===== config.mk =====
export PLATFORM = sky130hd
export DESIGN_NAME = frame_bitmap_allocator
export DESIGN_NICKNAME = d
export VERILOG_FILES = /design/src/rtl/fba_pkg.sv /design/src/rtl/frame_bitmap_allocator.sv /design/src/rtl/fba_ram.sv
export SDC_FILE = /design/constraint.sdc
export NUM_CORES = 2
export LEC_CHECK = 0
export BUFFER_PORTS_ARGS = -buffer_cell sky130_fd_sc_hd__buf_4
export CAP_MARGIN = 10
export CORE_ASPECT_RATIO = 1.4
export CORE_MARGIN = 2
export CORE_UTILIZATION = 40
export CTS_CLUSTER_SIZE = 12
export DETAILED_ROUTE_END_ITERATION = 8
export GPL_TIMING_DRIVEN = 0
export PLACE_DENSITY_LB_ADDON = 0.12
export SYNTH_ARGS = -nofsm -noshare
export SYNTH_HDL_FRONTEND = slang
export SYNTH_SLANG_ARGS = --single-unit

===== constraint.sdc =====
create_clock -name clk -period 4.2 [get_ports clk]
set_input_delay 0.63 -clock clk [delete_from_list [all_inputs] [get_ports clk]]
set_output_delay 0.63 -clock clk [all_outputs]
set_load 0.01 [all_outputs]

===== src/rtl/fba_pkg.sv =====
// Shared types, constants and helpers for the frame bitmap allocator.
// Depends on nothing; frame_bitmap_allocator imports it.
package fba_pkg;

  localparam int FBA_WORD_BITS  = 32;
  localparam int FBA_INDEX_BITS = 10;
  localparam int FBA_BIT_BITS   = 5;
  localparam int FBA_WSEL_BITS  = FBA_INDEX_BITS - FBA_BIT_BITS;
  // Words that a frame index can reach.
  localparam int FBA_ADDR_WORDS = 1 << FBA_WSEL_BITS;
  localparam int FBA_NUM_WORDS  = 32;

  typedef enum logic [1:0] {
    CMD_MARK  = 2'd0,
    CMD_CLEAR = 2'd1,
    CMD_TEST  = 2'd2,
    CMD_FIND  = 2'd3
  } cmd_t;

  typedef enum logic [1:0] {
    ST_IDLE,
    ST_RMW,
    ST_WAIT
  } st_t;

  typedef struct packed {
    logic                      found;
    logic [FBA_INDEX_BITS-1:0] free_index;
    logic                      bit_set;
  } result_t;

  typedef struct packed {
    logic                    hit;
    logic [FBA_BIT_BITS-1:0] pos;
  } zero_pos_t;

  // Position of the least significant zero bit of a 32-bit word.
  function automatic zero_pos_t first_zero32(input logic [FBA_WORD_BITS-1:0] w);
    zero_pos_t r;
    r.hit = 1'b0;
    r.pos = '0;
    for (int i = FBA_WORD_BITS - 1; i >= 0; i--) begin
      if (!w[i]) begin
        r.hit = 1'b1;
        r.pos = FBA_BIT_BITS'(i);
      end
    end
    return r;
  endfunction

endpackage


===== src/rtl/frame_bitmap_allocator.sv =====
// Frame bitmap allocator: one used/free bit per page frame held in a word RAM.
// Depends on fba_pkg and fba_ram.
//
// Each input beat carries a command in in_tuser and a frame number in in_tdata and produces
// exactly one output beat. Mark and clear set or reset the frame's bit, test reports it,
// and find returns the lowest free frame without marking it (found is 0 when none is free).
// Each request passes through the read-modify-write state. The RAM read is issued on the accepting
// edge; that state then modifies the word, writes it back and loads the result into the output
// register, or into a pending register while the output is still full. in_tready is low in that
// state and in the wait state, so a new request is taken only once the last one has left them.
// The word RAM's single read port with its registered read sets that limit. A further request is
// taken while a result waits in the output register; that request then holds off the input until
// the waiting beat leaves. Reset needs no clearing pass: per-word valid bits make an unwritten word
// read as all free, and per-word full flags let find pick its word at once.
module frame_bitmap_allocator
  import fba_pkg::*;
#(
  parameter int NUM_WORDS = FBA_NUM_WORDS
) (
  input  logic        clk,
  input  logic        rst_n,
  input  logic        in_tvalid,
  output logic        in_tready,
  input  logic [15:0] in_tdata,   // [9:0] frame_index, [15:10] zero
  input  logic [1:0]  in_tuser,   // [1:0] cmd
  output logic        out_tvalid,
  input  logic        out_tready,
  output logic [15:0] out_tdata   // [0] bit_set, [10:1] free_index, [11] found, [15:12] zero
);

  // Words beyond what a frame index can name are never touched, so they are not stored.
  localparam int MEM_WORDS = (NUM_WORDS < FBA_ADDR_WORDS) ? NUM_WORDS : FBA_ADDR_WORDS;
  localparam int AW        = (MEM_WORDS > 1) ? $clog2(MEM_WORDS) : 1;

  st_t                     state_r, state_nxt;
  cmd_t                    cmd_r;
  logic [AW-1:0]           wsel_r;
  logic [FBA_BIT_BITS-1:0] bit_r;
  logic                    in_range_r;
  logic                    any_free_r;
  logic [MEM_WORDS-1:0]    valid_r;
  logic [MEM_WORDS-1:0]    full_r;
  logic                    out_valid_r;
  result_t                 out_data_r;
  result_t                 pend_r;

  logic                     in_beat;
  logic                     out_free;
  logic [FBA_WSEL_BITS-1:0] in_word;
  logic                     in_range;
  logic [FBA_WORD_BITS-1:0] full_pad;
  zero_pos_t                word_pick;
  logic [AW-1:0]            rd_addr;
  logic [FBA_WORD_BITS-1:0] ram_rdata;
  logic [FBA_WORD_BITS-1:0] cur_word;
  logic [FBA_WORD_BITS-1:0] bit_mask;
  logic [FBA_WORD_BITS-1:0] new_word;
  zero_pos_t                bit_pick;
  logic                     ram_we;
  logic                     load_out;
  logic                     load_pend;
  result_t                  res;

  assign in_tready = (state_r == ST_IDLE);
  assign in_beat   = in_tvalid && in_tready;
  assign out_free  = !out_valid_r || out_tready;

  assign in_word  = in_tdata[FBA_INDEX_BITS-1:FBA_BIT_BITS];
  assign in_range = 32'(in_word) < 32'(MEM_WORDS);

  // Lowest word that still has a free frame.
  always_comb begin
    full_pad                = '1;
    full_pad[MEM_WORDS-1:0] = full_r;
    word_pick               = first_zero32(full_pad);
  end

  always_comb begin
    if (cmd_t'(in_tuser) == CMD_FIND) begin
      rd_addr = word_pick.pos[AW-1:0];
    end else if (in_range) begin
      rd_addr = in_word[AW-1:0];
    end else begin
      rd_addr = '0;
    end
  end

  fba_ram #(
    .WIDTH (FBA_WORD_BITS),
    .DEPTH (MEM_WORDS),
    .AW    (AW)
  ) u_bitmap_ram (
    .clk   (clk),
    .we    (ram_we),
    .waddr (wsel_r),
    .wdata (new_word),
    .raddr (rd_addr),
    .rdata (ram_rdata)
  );

  assign cur_word = valid_r[wsel_r] ? ram_rdata : '0;
  assign bit_mask = FBA_WORD_BITS'(1) << bit_r;
  assign bit_pick = first_zero32(cur_word);

  always_comb begin
    case (cmd_r)
      CMD_MARK:  new_word = cur_word | bit_mask;
      CMD_CLEAR: new_word = cur_word & ~bit_mask;
      default:   new_word = cur_word;
    endcase
  end

  always_comb begin
    res = '0;
    case (cmd_r)
      CMD_TEST: res.bit_set = in_range_r && cur_word[bit_r];
      CMD_FIND: begin
        if (any_free_r) begin
          res.found      = 1'b1;
          res.free_index = {FBA_WSEL_BITS'(wsel_r), bit_pick.pos};
        end
      end
      default: res = '0;
    endcase
  end

  // Next state.
  always_comb begin
    state_nxt = state_r;
    unique case (state_r)
      ST_IDLE: begin
        if (in_beat) state_nxt = ST_RMW;
      end
      ST_RMW: begin
        state_nxt = out_free ? ST_IDLE : ST_WAIT;
      end
      ST_WAIT: begin
        if (out_free) state_nxt = ST_IDLE;
      end
      default: state_nxt = ST_IDLE;
    endcase
  end

  // Control outputs.
  always_comb begin
    ram_we    = 1'b0;
    load_out  = 1'b0;
    load_pend = 1'b0;
    unique case (state_r)
      ST_IDLE: ;
      ST_RMW: begin
        ram_we    = in_range_r && ((cmd_r == CMD_MARK) || (cmd_r == CMD_CLEAR));
        load_out  = out_free;
        load_pend = !out_free;
      end
      ST_WAIT: load_out = out_free;
      default: ;
    endcase
  end

  always_ff @(posedge clk) begin
    if (!rst_n) begin
      state_r     <= ST_IDLE;
      valid_r     <= '0;
      full_r      <= '0;
      out_valid_r <= 1'b0;
    end else begin
      state_r <= state_nxt;
      if (ram_we) begin
        valid_r[wsel_r] <= 1'b1;
        full_r[wsel_r]  <= &new_word;
      end
      if (load_out) begin
        out_valid_r <= 1'b1;
      end else if (out_tready) begin
        out_valid_r <= 1'b0;
      end
    end
  end

  always_ff @(posedge clk) begin
    if (in_beat) begin
      cmd_r      <= cmd_t'(in_tuser);
      wsel_r     <= rd_addr;
      bit_r      <= in_tdata[FBA_BIT_BITS-1:0];
      in_range_r <= in_range;
      any_free_r <= word_pick.hit;
    end
    if (load_pend) begin
      pend_r <= res;
    end
    if (load_out) begin
      out_data_r <= (state_r == ST_WAIT) ? pend_r : res;
    end
  end

  assign out_tvalid = out_valid_r;
  assign out_tdata  = {4'b0, out_data_r};

  a_accept_to_rmw : assert property (@(posedge clk) disable iff (!rst_n)
    in_beat |=> (state_r == ST_RMW))
    else $error("accepted beat did not enter read-modify-write");

  a_write_in_rmw : assert property (@(posedge clk) disable iff (!rst_n)
    ram_we |-> (state_r == ST_RMW) && in_range_r)
    else $error("bitmap write outside read-modify-write or out of range");

  a_no_overwrite : assert property (@(posedge clk) disable iff (!rst_n)
    load_out |-> out_free)
    else $error("result overwrote an untaken output beat");

  a_find_word_not_full : assert property (@(posedge clk) disable iff (!rst_n)
    (state_r == ST_RMW) && (cmd_r == CMD_FIND) && any_free_r |-> bit_pick.hit)
    else $error("find picked a word with no free frame");

endmodule


===== src/rtl/fba_ram.sv =====
// Generic single-port-write, single-port-read RAM with a registered read.
// Depends on nothing.
module fba_ram #(
  parameter int WIDTH = 32,
  parameter int DEPTH = 32,
  parameter int AW    = (DEPTH > 1) ? $clog2(DEPTH) : 1
) (
  input  logic             clk,
  input  logic             we,
  input  logic [AW-1:0]    waddr,
  input  logic [WIDTH-1:0] wdata,
  input  logic [AW-1:0]    raddr,
  output logic [WIDTH-1:0] rdata
);

  logic [WIDTH-1:0] mem [DEPTH];

  always_ff @(posedge clk) begin
    if (we) begin
      mem[waddr] <= wdata;
    end
    rdata <= mem[raddr];
  end

endmodule

# Yosys cells after proc, flatten, opt, wreduce, memory -nomap -nowiden

Memory sizes are Yosys's and may differ from the RTL's. A register that Yosys moved wholly into a read port is not among the register bits.
Cells that the tools add are included.
Widths: inputs -> output; s select.

Flip-flop bits (word level): 104
Memory bits (writable): 1024
Memories: 1
Logic and storage cells: 133
Output and inout port bits: 18
Bits of input ports: 22

Shifts and indexed selects: 1
Eq/ne operators: 8
$lt $le $gt $ge: 3
Bitwise gates (word level): 4
Multiplexer cells: 89
Reduce and logical (&&, ||, !) cells: 13

Memory list:

| memory           | words | bits a word | read ports | clocked after Yosys merged registers in | wr ports | RTL line      | source |
|---|---|---|---|---|---|---|---|
| u_bitmap_ram.mem | 32    | 32          | 1          | 1                                       | 1        | fba_ram.sv:16 | `logic [WIDTH-1:0] mem [DEPTH];` |

Operator list:

| cell                 | count |
|---|---|
| $mux 5               | 64 |
| $or 32x32->32        | 2 |
| $pmux 32 s2          | 1 |
| $and 32x32->32       | 1 |
| $bwmux 32            | 1 |
| $mux 32              | 1 |
| $not 32->32          | 1 |
| $reduce_and 32->1    | 1 |
| $shl 1x5->32 const A | 1 |
| $reduce_and 31->1    | 1 |
| $mux 11              | 2 |
| $lt 5x6->1 const B   | 2 |
| $mux 12              | 1 |
| $mux 1               | 11 |
| $bmux 1 s5           | 2 |
| $eq 2x2->1 const B   | 4 |
| $mux 2               | 3 |
| $mux 6               | 1 |
| $pmux 2 s3           | 1 |
| $demux 1 s5          | 1 |
| $ge 5x1->1 const B   | 1 |
| $eq 2x1->1 const B   | 2 |
| $logic_not 2->1      | 2 |
| $logic_and 1x1->1    | 2 |
| 7 further kinds      | 9 |

# Depth between registers and ports, before layout

Depth in word-level cells: 38
Mapped depth: 13

# Modules after synthesis

Synthesis repeated with hierarchy kept, for this count alone.

Cell total of the unflattened synthesis: 3005
Area, all modules: 46761.1 µm²

Modules (own cells, without submodules):

| module                 | area each (µm²) | cells each | instances | seq. area each (µm²) |
|---|---|---|---|---|
| fba_ram                | 40485.1         | 2260       | 1         | 31390.1 |
| frame_bitmap_allocator | 6276.0          | 745        | 1         | 2452.4 |

# Worst setup path before layout

No wires, ideal clock.

Kind: register to register
From: register wsel_r[0]
To: register full_r[12], in the netlist full_pad[12]
Library setup time: 0.068 ns
Path buffers: 4
Required time: 4.132 ns
Data arrival time: 3.226 ns
Clock period less this slack: 3.295 ns
Path slack: 0.905 ns
Cell stages (with the launch flop): 12
Path through: edfxtp_1 > buf_6 > mux4_2 > a22oi_1 > and4_1 > buf_2 > buf_6 > o22ai_1 > nand4_1 > or3_4 > buf_6 > o21ai_2

Cells in the longest elaborated chain, start to end: 7

Ends and longest elaborated chain:

| what                                            | RTL line                                                     | source |
|---|---|---|
| start: declaration                              | frame_bitmap_allocator.sv:37                                 | `logic [AW-1:0] wsel_r;` |
| start signal: assignment                        | frame_bitmap_allocator.sv:184                                | `wsel_r <= rd_addr;` |
| $bmux 1 s5 *                                    | frame_bitmap_allocator.sv:101                                | `assign cur_word = valid_r[wsel_r] ? ram_rdata : '0;` |
| $mux 1 (not written as such) *                  | frame_bitmap_allocator.sv:101                                |  |
| $mux 32 *                                       | frame_bitmap_allocator.sv:101                                |  |
| $and 32x32->32 or $or 32x32->32 (tied branches) | frame_bitmap_allocator.sv:108, frame_bitmap_allocator.sv:107 |  |
| $pmux 32 s2 *                                   | frame_bitmap_allocator.sv:106                                | `case (cmd_r)` |
| net new_word[6]                                 | frame_bitmap_allocator.sv:57                                 | `logic [FBA_WORD_BITS-1:0] new_word;` |
| $reduce_and 32->1 *                             | frame_bitmap_allocator.sv:171                                | `full_r[wsel_r] <= &new_word;` |
| $bwmux 32 *                                     | frame_bitmap_allocator.sv:171                                |  |
| end signal: indexed assignment                  | frame_bitmap_allocator.sv:171                                |  |
| end: declaration                                | frame_bitmap_allocator.sv:42                                 | `logic [MEM_WORDS-1:0] full_r;` |

Mark *: on every way through the listed nets, which the timed path passes. The rest lies on a longest branch. The select of a mux whose other input is x is not followed.
A chain may end at the register's enable or synchronous reset.

# Worst setup path after layout

From: register full_r[27], in the netlist full_pad[27]
To: register u_bitmap_ram.rdata[3] (read register of u_bitmap_ram.mem)

Cells in the longest elaborated chain, start to end: 29

Ends and longest elaborated chain:

| what                  | RTL line                     | source |
|---|---|---|
| $mux 5 (28 in series) | fba_pkg.sv:43                | `if (!w[i]) begin` |
| $mux 5                | frame_bitmap_allocator.sv:79 | `if (cmd_t'(in_tuser) == CMD_FIND) begin` |
| end: declaration      | fba_ram.sv:13                | `output logic [WIDTH-1:0] rdata` |

Every way passes these cells.

==> qor.yml <==
power:
  cellPowerDensity_mw_per_mm2: 444
  irDropWorstVdd_mv: 0.348
  power_leakage_nw: 17.8
  power.total_mw: 23.7
setup_path:
  cp.arrival_ps: 4650
  worstSetupPathType: "reg -> reg"
  cp_common_cell: "buf_2"
  crit_path_start: "full_pad[27]$_SDFFE_PN0P_"
  worstPathBufferInverterCount: 4
  crit_chain: "nand4_1 -> a31o_2 -> a211oi_1 -> o21a_1 -> buf_2 -> buf_2 -> buf_2 -> buf_2 -> nand2_1 -> a31oi_1 -> o22ai_1 -> a211oi_1"
  critPathSlowestCell: "a211oi_1"
  crit_path_end_kind: "flip-flop"
  crit_family: "compound AO/OA/AOI/OAI gates"
  path_max_fanout: 10
  cpPeakStageDelay_ps: 480
  required_ps: 4760
  r2r_start: "full_pad[27]$_SDFFE_PN0P_"
  critPathLaunchType: "flip-flop"
timing:
  min_period_ps: 4090
  max_slew_margin_pct: 17.6
  setup_viol: 0
  skew_ps: 31.4
  tightest_slew_ps: 1230
  max_freq_mhz: 245
  post-route-period-util_pct: 97.4
  rsz0062_at_grt: "no"
  drv_slew: 0
  final_hold_viol_count: 0
cells_and_area:
  nets: 3543
  fill_cells: 10100
  multi_input_area_sq_mm: 0.0119
  final_core_utilization_pct: 46.0
  seq_area_sq_mm: 0.0338
  layout-drive-gt1-share_pct: 14.3
  syn2layout_area_growth_pct: 14.6
route:
  drc: 0
  drt_first_pass_iters: 8
  drt_iter0_drc: 2738
  ant_nets: 0
  viasPerCell: 5.66
  vias: 28700
  routedWlPerCell_um: 28.2
  routed_wirelength_um: 143000
yosys:
  yosys.area_share.adder_pct: 0.0806
  synth-simple-area-share_pct: 10.8
  ys_seq_elements: 1160
  ys_types: 67
  synth_compound_area_share_pct: 7.68
  synth_area_sq_mm: 0.0466
  ys_warn_count: 0
  synth_xor_xnor_area_share_pct: 0
  synth-edff-count: 1061
  ys_seq_area_share_pct: 72.7
  avgSynthCellArea_sq_um: 14.1
  synthFlopType: "edfxtp_1"
  synth.mux.area_fraction_pct: 6.32
  syn_inst: 3309
  async_flop_share_pct: 0
  synth_top_family_by_area: "simple AND/OR/NAND/NOR gates"
global_route:
  grt_pass1_wl_um: 205000
  grt_start_max_net_pins: 34
  grt_antenna_before_repair: 3
  grt-ovfl-total: 0
  grt.total_usage_pct: 24.0
  grt_pass1_vias: 29400
place:
  dp_hpwl_um: 105000
  numPortBuffers: 28
  gp_congestion: 0.967
clock_network:
  htreeDepth: 3
  insertion_delay_ps: 730
  clkTransAtPathRegs_ps: 60
  cts.hold.buffers_added: 0
  cts-root-buf: "clkbuf_16"
  cts_tree: "done"
  numCtsBuffers: 113
  clockBufferDepth: 3
  post-cts-setup-buffer-count: 0
  cts.sinks: 1160
floorplanning:
  die_y_um: 408
  ioPinCount: 40
  die_w_um: 292
  coreArea_sq_mm: 0.116
  rows: 148
  start_util_pct: 40.2
  die-area_sq_mm: 0.119
worst_hold_path:
  min_path_type: "in -> reg"
  hp-start: "in_tdata[4]"
status:
  outcome: "completed"
run:
  drv_cap: 0
[report_power, final]
group          switching, mW  internal (mW)
sequential             0.178           12.6
clock                   4.19           5.13
combinational           1.11          0.527
total                   5.48           18.2
[synth_stat cells, types with 21 or more instances]
cell type | count | area share [%]
a21oi_1 | 210 | 2.3
o22ai_1 | 92 | 1.2
o221ai_1 | 32 | 0.60
clkbuf_1 | 113 | 0.91
buf_2 | 55 | 0.59
nand4_1 | 21 | 0.28
nand3_1 | 87 | 0.93
and3_1 | 71 | 0.95
o21ai_2 | 30 | 0.56
edfxtp_1 | 1061 | 68
nor2_1 | 91 | 0.73
o21ai_0 | 55 | 0.59
mux2i_1 | 101 | 2.2
nand2_1 | 699 | 5.6
inv_1 | 51 | 0.41
a31oi_1 | 73 | 0.98
and2_1 | 43 | 0.58
or3_1 | 67 | 0.90
a211oi_1 | 29 | 0.47
dfxtp_1 | 99 | 4.3
mux4_2 | 78 | 3.8
[flip-flops by register name, summed over array words and instances (netlist names)]
register	flops
cmd_r	2
u_bitmap_ram.rdata	32
valid_r	32
wsel_r	5
state_r	2
out_tdata	12
u_bitmap_ram.mem	1024
full_pad	32
any_free_r	1
out_tvalid	1
bit_r	5
pend_r	12
[final timing paths]
| kind | endpoint | slack, ps | cells after the start |
|---|---|---|---|
| hold / removal | bit_r[4]$_DFFE_PP_ | 100 | 1 |
| setup reg to reg | u_bitmap_ram.rdata[3]$_DFF_P_ | 110 | 12 |
| hold reg to reg | valid_r[0]$_SDFFE_PN0P_ | 470 | 1 |
| setup / recovery | u_bitmap_ram.rdata[3]$_DFF_P_ | 110 | 12 |
[worst reg2reg max path, cell delays in order, from the launching register on]
cell and delay, ps:
dfxtp_1 440, nand4_1 140, a31o_2 250, a211oi_1 480, o21a_1 260, buf_2 270, buf_2 410, buf_2 330
buf_2 300, nand2_1 90, a31oi_1 350, o22ai_1 130, a211oi_1 480
[placed cells by master, fill, tap and decap left out, drive strengths merged, types with 4 or more instances in the layout]
cell type / count
and2: 43
nand4: 21
nand3: 87
a211oi: 35
nand2b: 5
nor2: 94
a31oi: 73
nor2b: 10
a22oi: 10
a311oi: 4
conb: 4
edfxtp: 1061
mux4: 80
o221ai: 32
mux2: 11
buf: 172
a41oi: 7
o21ai: 88
nand2: 699
clkbuf: 264
a21oi: 210
or3: 68
and3: 71
inv: 56
nor4: 7
mux2i: 101
o22ai: 93
clkinv: 22
nor3: 8
dfxtp: 99
[through the flow]
step / setup TNS (ps) / setup WS (ps) / area [sq um] / hold slack [ps] / instances
2_1_floorplan: 0 / 905 / 46600 / 432 / 3312
3_3_place_gp: -769520 / -1940 / 48700 / 444 / 4840
3_5_place_dp: -50440 / -525 / 50100 / 456 / 4903
4_1_cts: 0 / 4.54 / 53400 / 53.5 / 5080
5_1_grt: 0 / 18.5 / 53400 / 76.8 / 5080
6_report: 0 / 111 / 53400 / 99.9 / 5081
[logic make-up (layout without fill, tap and decap cells)]
| logic type | count (synthesis) | count (layout) |
|---|---|---|
| compound gates | 574 | 574 |
| simple gates | 1130 | 1130 |
| other cells | 1 | 5 |
| mux | 192 | 192 |
| flops | 1160 | 1160 |
| fa+ha+maj | 3 | 3 |
| buf+inv | 249 | 517 |
[layer usage]
layer,track usage [%],part of all wire [%],vias up
met5,0,0.035,-
met4,8.77,3.5,2
met3,3.37,5.8,235
met2,44.4,53,925
met1,28.3,37,14700
li1,-,-,12900
[cell type report]
class,count,area share (%)
tap,1500,3.52
inverter,55,0.387
buffer,194,1.73
antenna,1,0.00469
clock buffer,151,5.70
timing repair buffer,91,2.61
sequential,1160,63.4
multi-input combinational,1903,22.2
clock inverter,26,0.410
[timing repair]
action	in CTS	in global routing
endpoints found under the hold margin	0	0
endpoints found under the setup margin	267	90
gates resized for setup	4	15
Note: power is estimated with default switching activity, not from simulation.
